==> config.mk <==
export PLATFORM = sky130hd
export DESIGN_NAME = md5_message_digest_unit
export DESIGN_NICKNAME = d
export VERILOG_FILES = /design/src/rtl/md5_pkg.sv /design/src/rtl/md5_ctrl.sv /design/src/rtl/md5_dp.sv /design/src/rtl/md5_message_digest_unit.sv
export SDC_FILE = /design/constraint.sdc
export NUM_CORES = 2
export LEC_CHECK = 0
export BUFFER_PORTS_ARGS = -buffer_cell sky130_fd_sc_hd__buf_2
export CAP_MARGIN = 10
export CORE_MARGIN = 1.5
export CORE_UTILIZATION = 35
export DETAILED_ROUTE_END_ITERATION = 10
export GPL_TIMING_DRIVEN = 1
export PLACE_DENSITY = 0.48
export SKIP_CTS_REPAIR_TIMING = 1
export SYNTH_ARGS = -nofsm -noshare
export SYNTH_HDL_FRONTEND = slang
export SYNTH_SLANG_ARGS = --single-unit
export TNS_END_PERCENT = 10
==> constraint.sdc <==
create_clock -name clk -period 11.86 [get_ports clk]
set_input_delay 0.593 -clock clk [delete_from_list [all_inputs] [get_ports clk]]
set_output_delay 0.593 -clock clk [all_outputs]
set_load 0.005 [all_outputs]
==> src/rtl/md5_pkg.sv <==
`timescale 1ns / 1ps

package md5_pkg;

    // Initial chaining values
    localparam logic [31:0] MD5_H0 = 32'h67452301;
    localparam logic [31:0] MD5_H1 = 32'hefcdab89;
    localparam logic [31:0] MD5_H2 = 32'h98badcfe;
    localparam logic [31:0] MD5_H3 = 32'h10325476;

    localparam logic [7:0] PAD_BYTE    = 8'h80;
    localparam int         BLOCK_WORDS = 16;
    localparam int         WORD_BYTES  = 4;
    localparam logic [5:0] ROUND_LAST  = 6'd63;

    typedef enum logic [2:0] {
        ST_IDLE,
        ST_PAD,
        ST_LOAD,
        ST_ROUND,
        ST_ADD,
        ST_LEN,
        ST_OUT
    } md5_state_t;

    // What follows the current compression
    typedef enum logic [1:0] {
        PH_DATA,
        PH_PAD1,
        PH_FINAL
    } md5_phase_t;

    typedef struct packed {
        logic       write_byte;
        logic       pad;
        logic       clear_block;
        logic       write_len;
        logic       load_rounds;
        logic       round_step;
        logic       add_chain;
        logic       load_out;
        logic [5:0] round_idx;
    } md5_cmd_t;

    typedef struct packed {
        logic block_full;   // next byte lands in the last slot
        logic pad_two;      // length does not fit after the pad byte
    } md5_stat_t;

    function automatic logic [31:0] md5_k(input logic [5:0] idx);
        logic [31:0] k;
        case (idx)
            6'd0:  k = 32'hd76aa478;  6'd1:  k = 32'he8c7b756;
            6'd2:  k = 32'h242070db;  6'd3:  k = 32'hc1bdceee;
            6'd4:  k = 32'hf57c0faf;  6'd5:  k = 32'h4787c62a;
            6'd6:  k = 32'ha8304613;  6'd7:  k = 32'hfd469501;
            6'd8:  k = 32'h698098d8;  6'd9:  k = 32'h8b44f7af;
            6'd10: k = 32'hffff5bb1;  6'd11: k = 32'h895cd7be;
            6'd12: k = 32'h6b901122;  6'd13: k = 32'hfd987193;
            6'd14: k = 32'ha679438e;  6'd15: k = 32'h49b40821;
            6'd16: k = 32'hf61e2562;  6'd17: k = 32'hc040b340;
            6'd18: k = 32'h265e5a51;  6'd19: k = 32'he9b6c7aa;
            6'd20: k = 32'hd62f105d;  6'd21: k = 32'h02441453;
            6'd22: k = 32'hd8a1e681;  6'd23: k = 32'he7d3fbc8;
            6'd24: k = 32'h21e1cde6;  6'd25: k = 32'hc33707d6;
            6'd26: k = 32'hf4d50d87;  6'd27: k = 32'h455a14ed;
            6'd28: k = 32'ha9e3e905;  6'd29: k = 32'hfcefa3f8;
            6'd30: k = 32'h676f02d9;  6'd31: k = 32'h8d2a4c8a;
            6'd32: k = 32'hfffa3942;  6'd33: k = 32'h8771f681;
            6'd34: k = 32'h6d9d6122;  6'd35: k = 32'hfde5380c;
            6'd36: k = 32'ha4beea44;  6'd37: k = 32'h4bdecfa9;
            6'd38: k = 32'hf6bb4b60;  6'd39: k = 32'hbebfbc70;
            6'd40: k = 32'h289b7ec6;  6'd41: k = 32'heaa127fa;
            6'd42: k = 32'hd4ef3085;  6'd43: k = 32'h04881d05;
            6'd44: k = 32'hd9d4d039;  6'd45: k = 32'he6db99e5;
            6'd46: k = 32'h1fa27cf8;  6'd47: k = 32'hc4ac5665;
            6'd48: k = 32'hf4292244;  6'd49: k = 32'h432aff97;
            6'd50: k = 32'hab9423a7;  6'd51: k = 32'hfc93a039;
            6'd52: k = 32'h655b59c3;  6'd53: k = 32'h8f0ccc92;
            6'd54: k = 32'hffeff47d;  6'd55: k = 32'h85845dd1;
            6'd56: k = 32'h6fa87e4f;  6'd57: k = 32'hfe2ce6e0;
            6'd58: k = 32'ha3014314;  6'd59: k = 32'h4e0811a1;
            6'd60: k = 32'hf7537e82;  6'd61: k = 32'hbd3af235;
            6'd62: k = 32'h2ad7d2bb;  6'd63: k = 32'heb86d391;
            default: k = '0;
        endcase
        return k;
    endfunction

    // Rotate amount: depends on the quarter and the round within a group of four
    function automatic logic [4:0] md5_s(input logic [5:0] idx);
        logic [4:0] s;
        case ({idx[5:4], idx[1:0]})
            4'd0:  s = 5'd7;   4'd1:  s = 5'd12;  4'd2:  s = 5'd17;  4'd3:  s = 5'd22;
            4'd4:  s = 5'd5;   4'd5:  s = 5'd9;   4'd6:  s = 5'd14;  4'd7:  s = 5'd20;
            4'd8:  s = 5'd4;   4'd9:  s = 5'd11;  4'd10: s = 5'd16;  4'd11: s = 5'd23;
            4'd12: s = 5'd6;   4'd13: s = 5'd10;  4'd14: s = 5'd15;  4'd15: s = 5'd21;
            default: s = '0;
        endcase
        return s;
    endfunction

    // Message word index; only idx mod 16 matters within a quarter
    function automatic logic [3:0] md5_g(input logic [5:0] idx);
        logic [3:0] g;
        logic [3:0] i4;
        i4 = idx[3:0];
        case (idx[5:4])
            2'd0:    g = i4;
            2'd1:    g = 4'(i4 * 4'd5 + 4'd1);
            2'd2:    g = 4'(i4 * 4'd3 + 4'd5);
            2'd3:    g = 4'(i4 * 4'd7);
            default: g = '0;
        endcase
        return g;
    endfunction

    function automatic logic [31:0] md5_f(input logic [1:0] sel, input logic [31:0] b,
                                          input logic [31:0] c, input logic [31:0] d);
        logic [31:0] f;
        case (sel)
            2'd0:    f = (b & c) | (~b & d);
            2'd1:    f = (d & b) | (~d & c);
            2'd2:    f = b ^ c ^ d;
            2'd3:    f = c ^ (b | ~d);
            default: f = '0;
        endcase
        return f;
    endfunction

    function automatic logic [31:0] md5_rotl(input logic [31:0] x, input logic [4:0] n);
        logic [63:0] w;
        w = {x, x} << n;
        return w[63:32];
    endfunction

endpackage

==> src/rtl/md5_ctrl.sv <==
`timescale 1ns / 1ps

module md5_ctrl
    import md5_pkg::*;
(
    input  logic      clk,
    input  logic      rst_n,
    input  logic      data_valid,
    output logic      data_ready,
    input  logic      last,
    input  logic      no_byte,
    output logic      digest_valid,
    input  logic      digest_ready,
    input  md5_stat_t stat,
    output md5_cmd_t  cmd
);

    md5_state_t state_reg, state_next;
    md5_phase_t phase_reg, phase_next;
    logic       pend_reg, pend_next;       // last seen with the block-filling byte
    logic [5:0] round_reg, round_next;
    logic       outv_reg, outv_next;

    // Control registers
    always_ff @(posedge clk or negedge rst_n)
    begin
        if (!rst_n)
        begin
            state_reg <= ST_IDLE;
            phase_reg <= PH_DATA;
            pend_reg  <= 1'b0;
            round_reg <= '0;
            outv_reg  <= 1'b0;
        end
        else
        begin
            state_reg <= state_next;
            phase_reg <= phase_next;
            pend_reg  <= pend_next;
            round_reg <= round_next;
            outv_reg  <= outv_next;
        end
    end

    // Next state
    always_comb
    begin
        state_next = state_reg;
        phase_next = phase_reg;
        pend_next  = pend_reg;
        round_next = round_reg;
        outv_next  = outv_reg;
        if (outv_reg && digest_ready)
        begin
            outv_next = 1'b0;
        end
        case (state_reg)
            ST_IDLE:
            begin
                if (data_valid)
                begin
                    if (!no_byte && stat.block_full)
                    begin
                        pend_next  = last;
                        phase_next = PH_DATA;
                        state_next = ST_LOAD;
                    end
                    else if (last)
                    begin
                        state_next = ST_PAD;
                    end
                end
            end
            ST_PAD:
            begin
                phase_next = stat.pad_two ? PH_PAD1 : PH_FINAL;
                state_next = ST_LOAD;
            end
            ST_LOAD:
            begin
                round_next = '0;
                state_next = ST_ROUND;
            end
            ST_ROUND:
            begin
                round_next = round_reg + 6'd1;
                if (round_reg == ROUND_LAST)
                begin
                    state_next = ST_ADD;
                end
            end
            ST_ADD:
            begin
                case (phase_reg)
                    PH_DATA:
                    begin
                        pend_next  = 1'b0;
                        state_next = pend_reg ? ST_PAD : ST_IDLE;
                    end
                    PH_PAD1:  state_next = ST_LEN;
                    PH_FINAL: state_next = ST_OUT;
                    default:  state_next = ST_IDLE;
                endcase
            end
            ST_LEN:
            begin
                phase_next = PH_FINAL;
                state_next = ST_LOAD;
            end
            ST_OUT:
            begin
                if (!outv_reg || digest_ready)
                begin
                    outv_next  = 1'b1;
                    state_next = ST_IDLE;
                end
            end
            default: state_next = ST_IDLE;
        endcase
    end

    // Datapath commands
    always_comb
    begin
        cmd        = '0;
        data_ready = 1'b0;
        case (state_reg)
            ST_IDLE:
            begin
                data_ready     = 1'b1;
                cmd.write_byte = data_valid && !no_byte;
            end
            ST_PAD:
            begin
                cmd.pad       = 1'b1;
                cmd.write_len = !stat.pad_two;
            end
            ST_LOAD:  cmd.load_rounds = 1'b1;
            ST_ROUND:
            begin
                cmd.round_step = 1'b1;
                cmd.round_idx  = round_reg;
            end
            ST_ADD:   cmd.add_chain = 1'b1;
            ST_LEN:
            begin
                cmd.clear_block = 1'b1;
                cmd.write_len   = 1'b1;
            end
            ST_OUT:   cmd.load_out = !outv_reg || digest_ready;
            default:  cmd = '0;
        endcase
    end

    assign digest_valid = outv_reg;

endmodule

==> src/rtl/md5_dp.sv <==
`timescale 1ns / 1ps

module md5_dp
    import md5_pkg::*;
(
    input  logic        clk,
    input  logic        rst_n,
    input  logic [7:0]  data_byte,
    input  md5_cmd_t    cmd,
    output md5_stat_t   stat,
    output logic [63:0] digest_low,
    output logic [63:0] digest_high
);

    logic [31:0] blk_reg   [BLOCK_WORDS];
    logic [31:0] blk_next  [BLOCK_WORDS];
    logic [31:0] chain_reg [4];
    logic [31:0] chain_next[4];
    logic [63:0] count_reg, count_next;
    logic [31:0] a_reg, b_reg, c_reg, d_reg;
    logic [31:0] a_next, b_next, c_next, d_next;
    logic [31:0] kma_reg, kma_next;       // a + K + M, prepared one round ahead
    logic [63:0] dlo_reg, dlo_next;
    logic [63:0] dhi_reg, dhi_next;

    logic [5:0]  pos;
    logic [63:0] len_bits;
    logic [5:0]  idx_nx;
    logic [31:0] f_val;
    logic [31:0] rot_val;
    logic [31:0] kma_round;
    logic [31:0] kma_first;

    assign pos             = count_reg[5:0];
    assign len_bits        = {count_reg[60:0], 3'b000};
    assign stat.block_full = (pos == 6'd63);
    assign stat.pad_two    = (pos[5:3] == 3'b111);

    // Message block: byte insert, padding, clear and length
    always_comb
    begin
        blk_next = blk_reg;
        if (cmd.clear_block)
        begin
            for (int w = 0; w < BLOCK_WORDS; w++)
            begin
                blk_next[w] = '0;
            end
        end
        for (int w = 0; w < BLOCK_WORDS; w++)
        begin
            for (int j = 0; j < WORD_BYTES; j++)
            begin
                if (cmd.write_byte && (6'(w * WORD_BYTES + j) == pos))
                begin
                    blk_next[w][8*j +: 8] = data_byte;
                end
                if (cmd.pad)
                begin
                    if (6'(w * WORD_BYTES + j) == pos)
                    begin
                        blk_next[w][8*j +: 8] = PAD_BYTE;
                    end
                    else if (6'(w * WORD_BYTES + j) > pos)
                    begin
                        blk_next[w][8*j +: 8] = '0;
                    end
                end
            end
        end
        if (cmd.write_len)
        begin
            blk_next[14] = len_bits[31:0];
            blk_next[15] = len_bits[63:32];
        end
    end

    // Round function
    assign idx_nx    = cmd.round_idx + 6'd1;
    assign f_val     = md5_f(cmd.round_idx[5:4], b_reg, c_reg, d_reg);
    assign rot_val   = md5_rotl(kma_reg + f_val, md5_s(cmd.round_idx));
    assign kma_round = d_reg + md5_k(idx_nx) + blk_reg[md5_g(idx_nx)];
    assign kma_first = chain_reg[0] + md5_k(6'd0) + blk_reg[4'd0];

    // Working registers
    always_comb
    begin
        a_next   = a_reg;
        b_next   = b_reg;
        c_next   = c_reg;
        d_next   = d_reg;
        kma_next = kma_reg;
        if (cmd.load_rounds)
        begin
            a_next   = chain_reg[0];
            b_next   = chain_reg[1];
            c_next   = chain_reg[2];
            d_next   = chain_reg[3];
            kma_next = kma_first;
        end
        else if (cmd.round_step)
        begin
            a_next   = d_reg;
            b_next   = b_reg + rot_val;
            c_next   = b_reg;
            d_next   = c_reg;
            kma_next = kma_round;
        end
    end

    // Chaining words, byte count and digest capture
    always_comb
    begin
        chain_next = chain_reg;
        count_next = count_reg;
        dlo_next   = dlo_reg;
        dhi_next   = dhi_reg;
        if (cmd.write_byte)
        begin
            count_next = count_reg + 64'd1;
        end
        if (cmd.add_chain)
        begin
            chain_next[0] = chain_reg[0] + a_reg;
            chain_next[1] = chain_reg[1] + b_reg;
            chain_next[2] = chain_reg[2] + c_reg;
            chain_next[3] = chain_reg[3] + d_reg;
        end
        if (cmd.load_out)
        begin
            dlo_next      = {chain_reg[1], chain_reg[0]};
            dhi_next      = {chain_reg[3], chain_reg[2]};
            chain_next[0] = MD5_H0;
            chain_next[1] = MD5_H1;
            chain_next[2] = MD5_H2;
            chain_next[3] = MD5_H3;
            count_next    = '0;
        end
    end

    always_ff @(posedge clk or negedge rst_n)
    begin
        if (!rst_n)
        begin
            chain_reg[0] <= MD5_H0;
            chain_reg[1] <= MD5_H1;
            chain_reg[2] <= MD5_H2;
            chain_reg[3] <= MD5_H3;
            count_reg    <= '0;
        end
        else
        begin
            chain_reg <= chain_next;
            count_reg <= count_next;
        end
    end

    // Payload registers, no reset
    always_ff @(posedge clk)
    begin
        blk_reg <= blk_next;
        a_reg   <= a_next;
        b_reg   <= b_next;
        c_reg   <= c_next;
        d_reg   <= d_next;
        kma_reg <= kma_next;
        dlo_reg <= dlo_next;
        dhi_reg <= dhi_next;
    end

    assign digest_low  = dlo_reg;
    assign digest_high = dhi_reg;

endmodule

==> src/rtl/md5_message_digest_unit.sv <==
// Byte items are taken while idle; the 64th byte of a block starts a compression
// (load, 64 rounds, chain add) during which data_ready is low. After the last item
// come a pad step and a compression, and a length step and another compression
// if the length needs a second block, then the digest load (digest_valid).
// Reset (async, rst_n low) restores the initial chaining words, zeroes the byte
// count and drops any pending digest; the block buffer is not cleared.
`timescale 1ns / 1ps

module md5_message_digest_unit
    import md5_pkg::*;
(
    input  logic        clk,
    input  logic        rst_n,
    input  logic        data_valid,
    output logic        data_ready,
    input  logic [7:0]  data_byte,
    input  logic        last,
    input  logic        no_byte,
    output logic        digest_valid,
    input  logic        digest_ready,
    output logic [63:0] digest_low,
    output logic [63:0] digest_high
);

    md5_cmd_t  cmd;
    md5_stat_t stat;

    md5_ctrl u_ctrl (
        .clk          (clk),
        .rst_n        (rst_n),
        .data_valid   (data_valid),
        .data_ready   (data_ready),
        .last         (last),
        .no_byte      (no_byte),
        .digest_valid (digest_valid),
        .digest_ready (digest_ready),
        .stat         (stat),
        .cmd          (cmd)
    );

    md5_dp u_dp (
        .clk         (clk),
        .rst_n       (rst_n),
        .data_byte   (data_byte),
        .cmd         (cmd),
        .stat        (stat),
        .digest_low  (digest_low),
        .digest_high (digest_high)
    );

endmodule

# Word-level counts from Yosys, hierarchy flattened
# Memory sizes are Yosys's and may differ from the RTL's.
# Cells that the tools add are included.
dict set report totals {
  word_cells 612
  mem_count 2
  rom_bits 2128
  ff_bits 1005
  out_inout_bits 130
  inputBits 14
}
# name words word_bits read_ports rd_clocked_by_memory_dff wr line_no
set memory_table {}
lappend memory_table {{(name not given)} 64 32 1 0 0 md5_pkg.sv:52} ;# case (idx)
lappend memory_table {{(name not given)} 16 5 1 0 0 md5_pkg.sv:93} ;# case ({idx[5:4], idx[1:0]})
dict set report classes {
  mux 307
  n_reduce_logical 86
  magnitude_cmp 65
  n_shift 1
  add_sub_neg 15
  eq_ne 86
  bitwise 13
  n_mul 3
}
# op count
set ops {}
lappend ops {{$mux 8} 256}
lappend ops {{$mux 512} 1}
lappend ops {{$mux 32} 12}
lappend ops {{$add 32x32->32} 9}
lappend ops {{$mux 128} 2}
lappend ops {{$eq 6x6->1 const A} 32}
lappend ops {{$gt 6x6->1 const A} 32}
lappend ops {{$mux 64} 3}
lappend ops {{$and 32x32->32} 4}
lappend ops {{$bmux 32 s4} 1}
lappend ops {{$pmux 32 s4} 1}
lappend ops {{$eq 5x6->1 const A} 16}
lappend ops {{$gt 5x6->1 const A} 16}
lappend ops {{$or 32x32->32} 3}
lappend ops {{$xor 32x32->32} 3}
lappend ops {{$logic_and 1x1->1} 67}
lappend ops {{$add 64x1->64 const B} 1}
lappend ops {{$not 32->32} 2}
lappend ops {{$shl 64x5->64} 1}
lappend ops {{$eq 4x6->1 const A} 8}
lappend ops {{$gt 4x6->1 const A} 8}
lappend ops {{$add 32x32->32 const B} 1}
lappend ops {{$eq 3x6->1 const A} 4}
lappend ops {{$gt 3x6->1 const A} 4}
lappend ops {{40 further kinds} 89}

# Longest topological paths before layout
dict set report depth {
  ltp_word 13
  ltp_mapped 40
  ltp_nobuf 34
}

# Hierarchy
# From an unflattened synthesis, not the netlist that was laid out.
dict set report hier_totals {
  cells_unflattened 7479
  hier_area_um2 65544.1
}
# mod n_inst seq_area_each_um2 area_each_um2 cells_each
set modules_own_cells {}
lappend modules_own_cells {md5_dp 1 23787.8 64744.6 7386}
lappend modules_own_cells {md5_ctrl 1 325.3 799.5 93}

# Worst setup path before layout
# No wires, ideal clock.
dict set report synth_path {
  kind {reg-to-reg}
  from {reg u_ctrl.state_reg[2]}
  to {reg u_dp.kma_reg[26] (data pin)}
  arrival_ns 7.919
  slack_ns 3.685
  stages_incl_launch_ff 37
  n_path_buf 7
  period_less_slack_ns 8.175
  t_required_ns 11.604
  setup_ns 0.256
  path_cell_list {dfrtp_1 and3b_2 buf_6 nand2_4 inv_2 clkbuf_1 ha_1 buf_4 inv_1 ha_1 clkbuf_1 clkinv_1 clkbuf_1 ha_1 xor2_1 xnor2_1 nor2_1 o22ai_1 a221o_1 clkbuf_1 clkbuf_1 a211oi_1 a21oi_1 fa_1 ha_1 a21o_1 a21oi_1 o21bai_1 a2111o_1 a31o_2 a211o_1 a221oi_2 o21ai_1 a21oi_1 xor2_1 nor2_1 a31o_2}
}
dict set report synth_via {
  elab_chain_cells 13
  word_cells_on_any_way 24
  classes_between {add/sub (5); mul (3); eq/ne (5); mux (8); bitwise (1); reduce/logical (1); memory (1)}
}
# item line_no
set synth_rtl {}
lappend synth_rtl {{start: declaration} md5_ctrl.sv:18} ;# md5_state_t state_reg, state_next;
lappend synth_rtl {{start signal: assignment} md5_ctrl.sv:37} ;# state_reg <= state_next;
lappend synth_rtl {{$eq 3x2->1} md5_ctrl.sv:127} ;# case (state_reg)
lappend synth_rtl {{$mux 6} md5_ctrl.sv:127}
lappend synth_rtl {{$add 6x1->6} md5_dp.sv:79} ;# assign idx_nx = cmd.round_idx + 6'd1;
lappend synth_rtl {{$mul 4x2->4 / $mul 4x3->4 (equally long branches)} {md5_pkg.sv:111, md5_pkg.sv:110}}
lappend synth_rtl {{$add 4x3->4 / $add 4x1->4 (equally long branches)} {md5_pkg.sv:111, md5_pkg.sv:110}}
lappend synth_rtl {{$pmux 4 s4} md5_pkg.sv:108} ;# case (idx[5:4])
lappend synth_rtl {{$not 4->5 (implied by the code)} md5_dp.sv:82} ;# assign kma_round = d_reg + md5_k(idx_nx) + blk_reg[md5_g(idx_nx)];
lappend synth_rtl {{$bmux 32 s4} md5_dp.sv:82}
lappend synth_rtl {{$mux 32 (implied by the code) (2 in series)} md5_dp.sv:82}
lappend synth_rtl {{$add 32x32->32} md5_dp.sv:82}
lappend synth_rtl {{$mux 32} md5_dp.sv:101} ;# else if (cmd.round_step)
lappend synth_rtl {{$mux 32 *} md5_dp.sv:93} ;# if (cmd.load_rounds)
lappend synth_rtl {{via u_dp.kma_next[26]} md5_dp.sv:22} ;# logic [31:0] kma_reg, kma_next;
lappend synth_rtl {{end signal: assignment} md5_dp.sv:166} ;# kma_reg <= kma_next;
lappend synth_rtl {{end: declaration} md5_dp.sv:22}
# Mark *: on every way through the listed nets, which the timed path passes. The rest lies on a longest branch. The select of a mux whose other input is x is not followed.
# A chain may end at the register's enable or synchronous reset.

# Worst setup path after layout
dict set report layout_path {
  from {reg u_ctrl.state_reg[2]}
  to {reg u_dp.kma_reg[31] (data pin)}
}
# The elaborated chain is that of the path after synthesis.

==> impl_metrics.csv <==
group,metric,value,unit
critical_path,slowest_stage,"dfrtp_1",
power,seq_power_share,23.9,%
logic_synthesis,synth_ff_type,"dfxtp_1",
critical_path,reg2reg_depth,34,
critical_path,cpPeakStageDelay,0.68,ns
run,maxCapViolations,0,
global_route,grt_max_degree,211,
cells_and_area,layout_common_cells,"nand2_1 (1269), a21oi_1 (872), nand3_1 (576)",
cells_and_area,nFillCells,18500,
placed_design,hpwl,193000,µm
routing,antenna_left,0,
global_route,antenna_found_initial,2,
logic_synthesis,avgSynthCellArea,8.47,µm²
power,p_leak,0.0276,µW
cells_and_area,final_area,70900,µm²
cts,cts.sinks,1002,
global_route,gr-usage-met1,33.3,%
logic_synthesis,netlist_instances,7550,
critical_path,cpMostUsedCell,"buf_4",
critical_path,crit_type,"flip-flop to flip-flop",
power,power.share.clock,14.6,%
timing,rsz0062_at_grt,"no",
outcome,status,"finished, final reports clean",
logic_synthesis,ys_seq_area_share,37.7,%
critical_path,cp_max_fo,28,
placed_design,placed_area,66900,µm²
logic_synthesis,synthSimpleGateAreaFrac,19.9,%
placed_design,numPortBuffers,143,
routing,drc,0,
timing,fin_tns_setup,0,ns
logic_synthesis,synth_warnings,0,
logic_synthesis,synth_top_family_by_area,"compound AO/OA/AOI/OAI gates",
routing,num_vias,58400,
timing,finClkSkew,0.0866,ns
timing,hold_ws,0.122,ns
critical_path,crit_path_start_kind,"flip-flop",
timing,tightest_slew,1.25,ns
logic_synthesis,synth_edf_count,296,
timing,period_needed,9.90,ns
die,chipWidth,431,µm
global_route,grt_pass1_wl,385000,µm
critical_path,cp_data_required_time,12.33,ns
logic_synthesis,synthMuxAreaShare,7.14,%
cts,cts-root-buf,"clkbuf_16",
global_route,met2_usage,48.6,%
logic_synthesis,ys_async_sr_fraction,20.2,%
cells_and_area,largest_reg_flops,512,
cells_and_area,final_common_cell,"nand2_1",
critical_path,worstPathArrival,10.36,ns
die,start_util,35.3,%
die,num_rows,156,
routing,first_iter_violations,5249,
power,combPwrFrac,61.6,%
die,fp.dieH,431,µm
die,coreArea,181000,µm²
timing,hold_viol,0,
cells_and_area,nets,7840,
logic_synthesis,ys_ff_latch,1002,
power,power_density,360,nW/µm²
cells_and_area,drive_gt1_share,9.81,%
critical_path,r2r_end,"u_dp.kma_reg[31]",
logic_synthesis,synth_nets,7920,
logic_synthesis,ys_types,99,
logic_synthesis,synth_compound_area_share,19.9,%
power,p_int,12800,µW
global_route,grt.busiest_layer,"met2",
die,die_area,185000,µm²
cts,cts_inserted_buffers,115,
logic_synthesis,synth_area,64000,µm²
cts,clk_pin_slew,0.06,ns
worst_hold_path,min_path_cells,3,
logic_synthesis,synthXorXnorAreaFrac,4.12,%
logic_synthesis,yosys.area_share.adder,7.44,%
routing,firstDrtPassIters,6,
cts,clock_path_buffers,3,
cts,clock_latency,0.83,ns
critical_path,ff2ff_setup_slack,1.96,ns
global_route,grtUsageMet3,3.24,%
global_route,overflow,0,
routing,wl,264000,µm
timing,final_max_slew_viol_count,0,
global_route,grt_usage,27.6,%
cts,cts_tree,"built",
routing,via_per_inst,5.88,
worst_hold_path,hold_class,"input pin to flip-flop",
power,power_switching,12700,µW
worst_hold_path,min_to,"u_dp.blk_reg[264]",
placed_design,dp_slack,2.12,ns
global_route,grt_pass1_vias,55900,
power,switching_share,49.8,%
placed_design,routabilityCongestion,0.962,
timing,maxSlewHeadroom,16.5,%
timing,layout_setup_ws,1.96,ns
critical_path,reg2reg_from,"u_ctrl.state_reg[2]",
timing,max_freq,101,MHz
timing,timing.final.crit_share,83.4,%
power,ir_drop,0.233,mV
cells_and_area,fin_util,39.1,%
timing,setup_viol,0,
die,ioPinCount,144,
routing,wl_per_cell,26.6,µm
cells_and_area,area_growth,10.8,%
critical_path,endpoint_kind,"flip-flop",
worst_hold_path,hp-start,"data_byte[0]",
cts,cts_htree_levels,3,
-- power groups by stage --
stage | sequential (µW) | combinational [µW] | clock, µW
6_report | 6100 | 15700 | 3720
4_1_cts | 6100 | 15600 | 3800
5_1_grt | 6130 | 17300 | 3930
3_5_place_dp | 6160 | 15500 | 0
2_1_floorplan | 5320 | 11300 | 0
3_3_place_gp | 6160 | 15500 | 0
-- layer usage --
metal	part of all wire (%)	routed length, µm
met1	40	106000
met2	50	131000
met3	4.7	12500
met4	5.4	14300
met5	0.0045	12
-- worst max-delay path: cells and delay by family, from the launching register on --
kind | cells | cell delay (ns)
AOI/OAI and AO/OA | 12 | 2.77
xor gates and xnor gates | 3 | 0.53
adders and majority gates | 4 | 1.39
buffers and inverters | 6 | 1.81
DFF | 1 | 0.68
muxes | 1 | 0.55
and+or+nand+nor | 8 | 1.76
-- cell families (layout without fill, tap and decap cells) --
group,count (synthesis),count (layout)
flip-flops,1002,1002
AND/OR/NAND/NOR,2846,2846
other,0,1
adder cells (fa/ha/maj),356,356
buffers and inverters,628,650
XOR/XNOR,300,300
AO/OA/AOI/OAI,2127,2127
multiplexers,291,291
-- how the worst max path moves through the flow --
stage,from,to,slack (ns),cells past startpoint
6_report,u_ctrl.state_reg[2],u_dp.kma_reg[31],1.96,34
5_1_grt,u_ctrl.state_reg[2],u_dp.b_reg[30],1.27,36
4_1_cts,u_ctrl.state_reg[2],u_dp.kma_reg[31],2.00,34
3_5_place_dp,u_ctrl.state_reg[2],u_dp.kma_reg[31],2.12,34
3_3_place_gp,u_ctrl.state_reg[2],u_dp.kma_reg[31],2.15,34
2_1_floorplan,u_ctrl.state_reg[2],u_dp.kma_reg[26],3.69,36
-- cell usage after synthesis, types with 32 or more instances --
cell | instances | area share, %
nand2_1 | 1271 | 7.5
fa_1 | 41 | 1.3
nor3_1 | 116 | 0.91
a211oi_1 | 110 | 1.3
o21a_1 | 37 | 0.43
a21o_1 | 112 | 1.3
buf_1 | 52 | 0.31
xnor2_1 | 176 | 2.4
mux2_2 | 32 | 0.56
xor2_1 | 123 | 1.7
o21ai_0 | 458 | 3.6
buf_2 | 34 | 0.27
o211ai_1 | 72 | 0.84
edfxtp_1 | 296 | 14
o22ai_1 | 56 | 0.55
o31ai_1 | 32 | 0.38
nor2_1 | 457 | 2.7
a22o_1 | 33 | 0.45
or3_1 | 37 | 0.36
a21oi_1 | 872 | 6.8
ha_1 | 315 | 6.2
and3_1 | 99 | 0.97
clkbuf_1 | 360 | 2.1
dfstp_2 | 64 | 2.6
dfxtp_1 | 504 | 16
nand3_1 | 576 | 4.5
nor2b_1 | 67 | 0.66
a31oi_1 | 76 | 0.74
nand2b_1 | 78 | 0.76
mux4_2 | 129 | 4.5
mux2i_1 | 130 | 2.0
dfrtp_1 | 138 | 5.4
inv_1 | 171 | 1.0
o21bai_1 | 38 | 0.45
nand4_1 | 32 | 0.31
-- metrics by stage --
step	cells	total power, µW
6_report	9943	25500
3_5_place_dp	9722	21700
2_1_floorplan	7550	16700
3_3_place_gp	9722	21700
4_1_cts	9941	25500
5_1_grt	9942	27400
-- final cells by class --
type,instances,area [µm²],share of cell area (%)
Antenna cell,1,2.50,0.00353
Clock buffer,165,3340,4.71
Clock inverter,54,599,0.846
Inverter,175,669,0.944
Multi-Input combinational cell,5920,37600,53.0
Sequential cell,1002,24100,34.0
Tap cell,2370,2970,4.18
Timing Repair Buffer,256,1610,2.28
Note: power is estimated with default switching activity, not from simulation.
